File: config.mk
export PLATFORM = sky130hd
export DESIGN_NAME = weather_record_decoder
export DESIGN_NICKNAME = d
export VERILOG_FILES = /design/src/design/wrd_pkg.sv /design/src/design/weather_record_decoder.sv /design/src/design/wrd_ctrl.sv /design/src/design/wrd_datapath.sv
export SDC_FILE = /design/constraint.sdc
export NUM_CORES = 1
export LEC_CHECK = 0
export BUFFER_PORTS_ARGS = -buffer_cell sky130_fd_sc_hd__buf_2
export CORE_MARGIN = 8
export CORE_UTILIZATION = 50
export CTS_CLUSTER_SIZE = 20
export DETAILED_ROUTE_END_ITERATION = 10
export GPL_ROUTABILITY_DRIVEN = 0
export MAX_ROUTING_LAYER = met4
export PLACE_DENSITY = 0.7
export SLEW_MARGIN = 20
export SYNTH_ARGS = -nofsm -noshare
export SYNTH_HDL_FRONTEND = slang
export SYNTH_HIERARCHICAL = 1
export SYNTH_SLANG_ARGS = --single-unit
File: constraint.sdc
create_clock -name clk -period 2.8 [get_ports clk]
set_input_delay 0.42 -clock clk [delete_from_list [all_inputs] [get_ports clk]]
set_output_delay 0.42 -clock clk [all_outputs]
set_load 0.03 [all_outputs]
File: src/design/wrd_pkg.sv
// Shared types and constants for the weather record decoder.
`default_nettype none

package wrd_pkg;

  localparam int StoreDepth = 16;
  localparam int AddrW      = $clog2(StoreDepth);

  typedef logic [1:0] result_code_t;

  localparam result_code_t RcOk      = 2'd0;
  localparam result_code_t RcLost    = 2'd1;
  localparam result_code_t RcInvalid = 2'd2;

  localparam logic [7:0]  ByteMarker = 8'hFF;
  localparam logic [15:0] WordMarker = 16'hFFFF;
  localparam logic [3:0]  NibMarker  = 4'hF;
  localparam int          LostBit    = 6;

  typedef struct packed {
    logic             wr_en;
    logic [AddrW-1:0] wr_addr;
    logic             decode;
  } dp_cmd_t;

endpackage

`default_nettype wire

File: src/design/weather_record_decoder.sv
// Top level of the weather record decoder.
//
// Takes one record byte per cycle while busy is low and keeps the first sixteen bytes.
// An item with in_last_byte set closes the record: busy is high for the next cycle
// while the result register loads from the byte store, and the decoded result shows
// on the out_ ports, marked by out_valid, for exactly one cycle once the load is done.
// No byte is taken during that load. The receiver cannot stall; every result must
// be taken in its cycle. Bytes past the sixteenth are not stored, and the byte
// position stops at RECORD_BYTES; a short record decodes whatever the store still
// holds.
`default_nettype none

module weather_record_decoder #(
  parameter int RECORD_BYTES = 16
) (
  input  wire logic                  clk,
  input  wire logic                  rst_n,
  input  wire logic                  start,
  output logic                       busy,
  input  wire logic [7:0]            in_data_byte,
  input  wire logic                  in_last_byte,
  output logic                       out_valid,
  output logic [1:0]                 out_result_code,
  output logic [7:0]                 out_minutes_delay,
  output logic [7:0]                 out_indoor_humidity,
  output logic signed [15:0]         out_indoor_temp,
  output logic [7:0]                 out_outdoor_humidity,
  output logic signed [15:0]         out_outdoor_temp,
  output logic [15:0]                out_pressure_tenths,
  output logic [11:0]                out_wind_average,
  output logic [11:0]                out_wind_gust,
  output logic [6:0]                 out_wind_heading,
  output logic [15:0]                out_rain_count,
  output logic [7:0]                 out_status_bits
);

  wrd_pkg::dp_cmd_t cmd;

  wrd_ctrl #(
    .RECORD_BYTES (RECORD_BYTES)
  ) u_ctrl (
    .clk       (clk),
    .rst_n     (rst_n),
    .start     (start),
    .last_byte (in_last_byte),
    .busy      (busy),
    .cmd       (cmd)
  );

  wrd_datapath u_dp (
    .clk              (clk),
    .rst_n            (rst_n),
    .cmd              (cmd),
    .data_byte        (in_data_byte),
    .out_valid        (out_valid),
    .result_code      (out_result_code),
    .minutes_delay    (out_minutes_delay),
    .indoor_humidity  (out_indoor_humidity),
    .indoor_temp      (out_indoor_temp),
    .outdoor_humidity (out_outdoor_humidity),
    .outdoor_temp     (out_outdoor_temp),
    .pressure_tenths  (out_pressure_tenths),
    .wind_average     (out_wind_average),
    .wind_gust        (out_wind_gust),
    .wind_heading     (out_wind_heading),
    .rain_count       (out_rain_count),
    .status_bits      (out_status_bits)
  );

endmodule

`default_nettype wire

File: src/design/wrd_ctrl.sv
// Controller: byte position counter and collect/decode sequencing.
`default_nettype none

module wrd_ctrl #(
  parameter int RECORD_BYTES = 16
) (
  input  wire logic              clk,
  input  wire logic              rst_n,
  input  wire logic              start,
  input  wire logic              last_byte,
  output logic                   busy,
  output wrd_pkg::dp_cmd_t       cmd
);

  localparam int PosW = $clog2(RECORD_BYTES + 1);

  typedef enum logic {
    ST_COLLECT,
    ST_DECODE
  } state_t;

  state_t            state_r, state_nxt;
  logic [PosW-1:0]   pos_r, pos_nxt;
  logic              busy_r, busy_nxt;
  logic              dec_r, dec_nxt;
  logic              accept;

  assign accept = start && !busy_r;

  always_comb begin
    state_nxt = state_r;
    pos_nxt   = pos_r;
    busy_nxt  = 1'b0;
    dec_nxt   = 1'b0;
    case (state_r)
      ST_COLLECT: begin
        if (accept) begin
          if (last_byte) begin
            pos_nxt   = '0;
            state_nxt = ST_DECODE;
            busy_nxt  = 1'b1;
            dec_nxt   = 1'b1;
          end else if (pos_r < PosW'(RECORD_BYTES)) begin
            pos_nxt = pos_r + PosW'(1);
          end
        end
      end
      ST_DECODE: begin
        state_nxt = ST_COLLECT;
      end
      default: begin
        state_nxt = ST_COLLECT;
      end
    endcase
  end

  always_ff @(posedge clk) begin
    if (!rst_n) begin
      state_r <= ST_COLLECT;
      pos_r   <= '0;
      busy_r  <= 1'b0;
      dec_r   <= 1'b0;
    end else begin
      state_r <= state_nxt;
      pos_r   <= pos_nxt;
      busy_r  <= busy_nxt;
      dec_r   <= dec_nxt;
    end
  end

  assign busy        = busy_r;
  assign cmd.wr_en   = accept && (pos_r < PosW'(wrd_pkg::StoreDepth));
  assign cmd.wr_addr = pos_r[wrd_pkg::AddrW-1:0];
  assign cmd.decode  = dec_r;

endmodule

`default_nettype wire

File: src/design/wrd_datapath.sv
// Datapath: record byte store, field extraction and result register.
`default_nettype none

module wrd_datapath (
  input  wire logic                   clk,
  input  wire logic                   rst_n,
  input  wire wrd_pkg::dp_cmd_t       cmd,
  input  wire logic [7:0]             data_byte,
  output logic                        out_valid,
  output wrd_pkg::result_code_t       result_code,
  output logic [7:0]                  minutes_delay,
  output logic [7:0]                  indoor_humidity,
  output logic signed [15:0]          indoor_temp,
  output logic [7:0]                  outdoor_humidity,
  output logic signed [15:0]          outdoor_temp,
  output logic [15:0]                 pressure_tenths,
  output logic [11:0]                 wind_average,
  output logic [11:0]                 wind_gust,
  output logic [6:0]                  wind_heading,
  output logic [15:0]                 rain_count,
  output logic [7:0]                  status_bits
);

  logic [7:0] store_r [wrd_pkg::StoreDepth];

  logic                  valid_r;
  wrd_pkg::result_code_t code_r, code_nxt;
  logic [7:0]            delay_r, in_hum_r, out_hum_r, status_r;
  logic [15:0]           in_temp_r, out_temp_r, press_r, rain_r;
  logic [15:0]           in_temp_nxt, out_temp_nxt, press_nxt, rain_nxt;
  logic [11:0]           wavg_r, wgust_r, wavg_nxt, wgust_nxt;
  logic [6:0]            head_r;
  logic [15:0]           in_raw, out_raw;
  logic                  bad;

  always_ff @(posedge clk) begin
    if (cmd.wr_en) begin
      store_r[cmd.wr_addr] <= data_byte;
    end
  end

  always_comb begin
    in_raw    = {store_r[3], store_r[2]};
    out_raw   = {store_r[6], store_r[5]};
    press_nxt = {store_r[8], store_r[7]};
    rain_nxt  = {store_r[14], store_r[13]};
    wavg_nxt  = {store_r[11][3:0], store_r[9]};
    wgust_nxt = {store_r[11][7:4], store_r[10]};

    in_temp_nxt  = in_raw[15] ? 16'(16'd0 - {1'b0, in_raw[14:0]}) : {1'b0, in_raw[14:0]};
    out_temp_nxt = out_raw[15] ? 16'(16'd0 - {1'b0, out_raw[14:0]}) : {1'b0, out_raw[14:0]};

    bad = (store_r[0] == wrd_pkg::ByteMarker) || (store_r[1] == wrd_pkg::ByteMarker)
       || (store_r[4] == wrd_pkg::ByteMarker)
       || (in_raw == wrd_pkg::WordMarker) || (out_raw == wrd_pkg::WordMarker)
       || (press_nxt == wrd_pkg::WordMarker) || (rain_nxt == wrd_pkg::WordMarker)
       || ((store_r[9] == wrd_pkg::ByteMarker) && (store_r[11][3:0] == wrd_pkg::NibMarker))
       || ((store_r[10] == wrd_pkg::ByteMarker) && (store_r[11][7:4] == wrd_pkg::NibMarker))
       || store_r[12][7];

    if (store_r[15][wrd_pkg::LostBit]) begin
      code_nxt = wrd_pkg::RcLost;
    end else if (bad) begin
      code_nxt = wrd_pkg::RcInvalid;
    end else begin
      code_nxt = wrd_pkg::RcOk;
    end
  end

  always_ff @(posedge clk) begin
    if (!rst_n) begin
      valid_r <= 1'b0;
    end else begin
      valid_r <= cmd.decode;
    end
  end

  always_ff @(posedge clk) begin
    if (cmd.decode) begin
      code_r     <= code_nxt;
      delay_r    <= store_r[0];
      in_hum_r   <= store_r[1];
      in_temp_r  <= in_temp_nxt;
      out_hum_r  <= store_r[4];
      out_temp_r <= out_temp_nxt;
      press_r    <= press_nxt;
      wavg_r     <= wavg_nxt;
      wgust_r    <= wgust_nxt;
      head_r     <= store_r[12][6:0];
      rain_r     <= rain_nxt;
      status_r   <= store_r[15];
    end
  end

  assign out_valid        = valid_r;
  assign result_code      = code_r;
  assign minutes_delay    = delay_r;
  assign indoor_humidity  = in_hum_r;
  assign indoor_temp      = $signed(in_temp_r);
  assign outdoor_humidity = out_hum_r;
  assign outdoor_temp     = $signed(out_temp_r);
  assign pressure_tenths  = press_r;
  assign wind_average     = wavg_r;
  assign wind_gust        = wgust_r;
  assign wind_heading     = head_r;
  assign rain_count       = rain_r;
  assign status_bits      = status_r;

endmodule

`default_nettype wire

==> flow_summary.json <==
{
  "worstSetupStartpoint": "u_ctrl/state_r",
  "synth_cell_types": 37,
  "overflow": 0,
  "synth_fp_nets": 471,
  "critPathArrivalTime_ns": 1.90,
  "cellLeakagePower_uw": 0.00374,
  "syn_to_final_growth_pct": 20.5,
  "fillers": 1331,
  "final_nets": 638,
  "cts.reportedPaths.clkPinSlew_ns": 0.07,
  "postSynthCellCount": 454,
  "first_global_vias": 4561,
  "final_common_cell": "edfxtp_1",
  "worstReg2RegStart": "u_ctrl/state_r",
  "ys_ff_latch": 264,
  "finalSetupViolCount": 0,
  "worst-setup-path-type": "reg -> out",
  "hold_start": "rst_n",
  "status": "complete, no violations",
  "grt_max_degree": 74,
  "yosys_warnings": 6,
  "die_h_um": 151,
  "synth_fa_ha_area_frac": 0.00689,
  "final_cell_mix": "edfxtp_1 (257), buf_2 (142), nand4_1 (27), clkbuf_16 (25), xnor2_1 (23)",
  "post-dp-hpwl_um": 11800,
  "numCtsBuffers": 25,
  "rsz0062_at_grt": "false",
  "async_flop_share": 0,
  "fmax_mhz": 432,
  "synth_edf_count": 257,
  "period_share": 0.827,
  "hp-class": "in -> reg",
  "drv_slew": 0,
  "vdd_drop_max_uv": 753,
  "ios": 143,
  "dp.cells": 823,
  "post-route-util": 0.612,
  "cts_sinks": 264,
  "crit_path_max_fanout": 73,
  "final_area_mm2": 0.0109,
  "endpoint_kind": "output port",
  "synth_xor_area_frac": 0.0251,
  "drive_gt1_frac": 0.301,
  "finalSetupTns_ns": 0,
  "yosys.area_share.simple": 0.0726,
  "fin_crit_ns": 2.32,
  "core_mm2": 0.0179,
  "drc_errors": 0,
  "cts_tree": "built",
  "synth_area_mm2": 0.00909,
  "postRouteAntennaNets": 0,
  "clock_path_buffers": 3,
  "slew_headroom": 0.391,
  "worstSkewPairLatency_ns": 0.51,
  "synth_compound_area_frac": 0.0233,
  "cap_viol_max_count": 0,
  "ys_dominant_reg_cell": "edfxtp_1",
  "viasPerCell": 5.33,
  "fin_worst_skew_ns": 0.0102,
  "tightest_slew_ns": 0.913,
  "placed_area_mm2": 0.0101,
  "worstSetupStartpointType": "register",
  "rows": 49,
  "cp.required_ns": 2.38,
  "drt-pass1-iter-count": 5,
  "start_util": 0.508,
  "cellPowerDensity_mw_per_mm2": 738,
  "port_buffers": 142,
  "synth_mux_area_frac": 0,
  "ys_seq_area_frac": 0.865,
  "cts_setup_buffers": 0,
  "track_usage": 0.156,
  "wire_per_inst_um": 20.6,
  "cts_resized": 0,
  "layoutNonFillerInstCount": 869,
  "htreeDepth": 1,
  "synth_top_family_by_area": "simple AND/OR/NAND/NOR gates",
  "grt_pass1_wl_um": 26000,
  "antenna_found_initial": 2,
  "ctsHoldBuffers": 0,
  "vias": 4633,
  "routed_wl_um": 17900,
  "dieWidth_um": 151,
  "dieArea_mm2": 0.0227,
  "root_buffer": "clkbuf_16",
  "drt_iter0_drc": 316,
  "avgSynthCellArea_um2": 20.0,
  "hold_viol_final": 0
}
[state kept, by name (all words and copies together) (netlist names), 8 cells and up]
| name | cells |
|---|---|
| u_dp/wind_average | 12 |
| u_dp/outdoor_humidity | 8 |
| u_dp/rain_count | 16 |
| u_dp/store_r | 128 |
| u_dp/indoor_temp | 16 |
| u_dp/status_bits | 8 |
| u_dp/minutes_delay | 8 |
| u_dp/indoor_humidity | 8 |
| u_dp/outdoor_temp | 16 |
| u_dp/wind_gust | 12 |
| u_dp/pressure_tenths | 16 |
[final cells by class]
class                   count  area, µm²  area share
flip-flops and latches    264       7860       0.718
multi-input cells         177       1160       0.106
repair buffers            148        756      0.0690
clock buffers              29        661      0.0603
well taps                 229        287      0.0262
clock inverters            15        199      0.0182
inverters                   5       18.8     0.00171
diodes                      2       5.00    0.000457
[cells by family (layout without fill, tap and decap cells)]
| logic type | Yosys count | after routing |
|---|---|---|
| AND/OR/NAND/NOR | 117 | 117 |
| flip-flops | 264 | 264 |
| adder cells (fa/ha/maj) | 5 | 5 |
| XOR/XNOR | 26 | 26 |
| buffers and inverters | 13 | 197 |
| other | 0 | 2 |
| AO/OA/AOI/OAI | 29 | 29 |
[per-layer routing]
layer | vias up | global-route usage | wire length, µm
met1 | 2306 | 0.188 | 7260
met3 | 24 | 0.0370 | 1320
met4 | 0 | 0.0455 | 333
met2 | 157 | 0.258 | 8980
met5 | - | - | 0
li1 | 2146 | - | -
[cells in the mapped netlist (2+ instances only)]
| master | n | share of area |
|---|---|---|
| nand3b_1 | 6 | 0.0050 |
| clkbuf_1 | 3 | 0.0012 |
| nor3_1 | 6 | 0.0033 |
| o41ai_1 | 3 | 0.0029 |
| nand2_1 | 22 | 0.0091 |
| buf_4 | 5 | 0.0041 |
| nand2b_1 | 6 | 0.0041 |
| ha_1 | 5 | 0.0069 |
| nand3_1 | 6 | 0.0033 |
| o31ai_1 | 8 | 0.0066 |
| or4_1 | 3 | 0.0025 |
| a21oi_1 | 2 | 0.0011 |
| nor2_1 | 22 | 0.0091 |
| o21ai_1 | 2 | 0.0011 |
| o21ai_0 | 8 | 0.0044 |
| dfxtp_1 | 7 | 0.015 |
| xnor2_1 | 23 | 0.022 |
| inv_1 | 5 | 0.0021 |
| xor2_1 | 3 | 0.0029 |
| nor4_1 | 8 | 0.0055 |
| edfxtp_1 | 257 | 0.85 |
| a31oi_1 | 3 | 0.0021 |
| nand4_1 | 27 | 0.019 |
[worst paths after layout]
| check | to | cells past startpoint | slack, ns |
|---|---|---|---|
| max | busy | 2 | 0.48 |
| min | u_dp/out_valid | 2 | 0.19 |
| max reg2reg | u_dp/store_r[1][5] | 4 | 0.63 |
| min reg2reg | u_dp/wind_heading[5] | 0 | 0.41 |
[stage by stage]
step / total power [µW] / worst slack (ns) / hold slack [ns]
floorplan: 4610 / 0.530 / 0.400
global placement: 4710 / 0.610 / 0.404
detailed placement: 4720 / 0.532 / 0.405
CTS: 8150 / 0.431 / 0.170
global route: 8300 / 0.364 / 0.189
finish: 8080 / 0.484 / 0.189
[critical path, cell delays in order (launching register included)]
cell,delay [ns]
dfxtp_4,0.35
buf_4,0.68
buf_2,0.34
[report_power, final]
part | switching, µW | total, µW | internal, µW
Clock | 1310 | 3450 | 2140
Sequential | 21.4 | 4400 | 4380
Combinational | 186 | 229 | 43.1
Total | 1520 | 8080 | 6560
No activity file was read; power rests on OpenSTA's default activity.
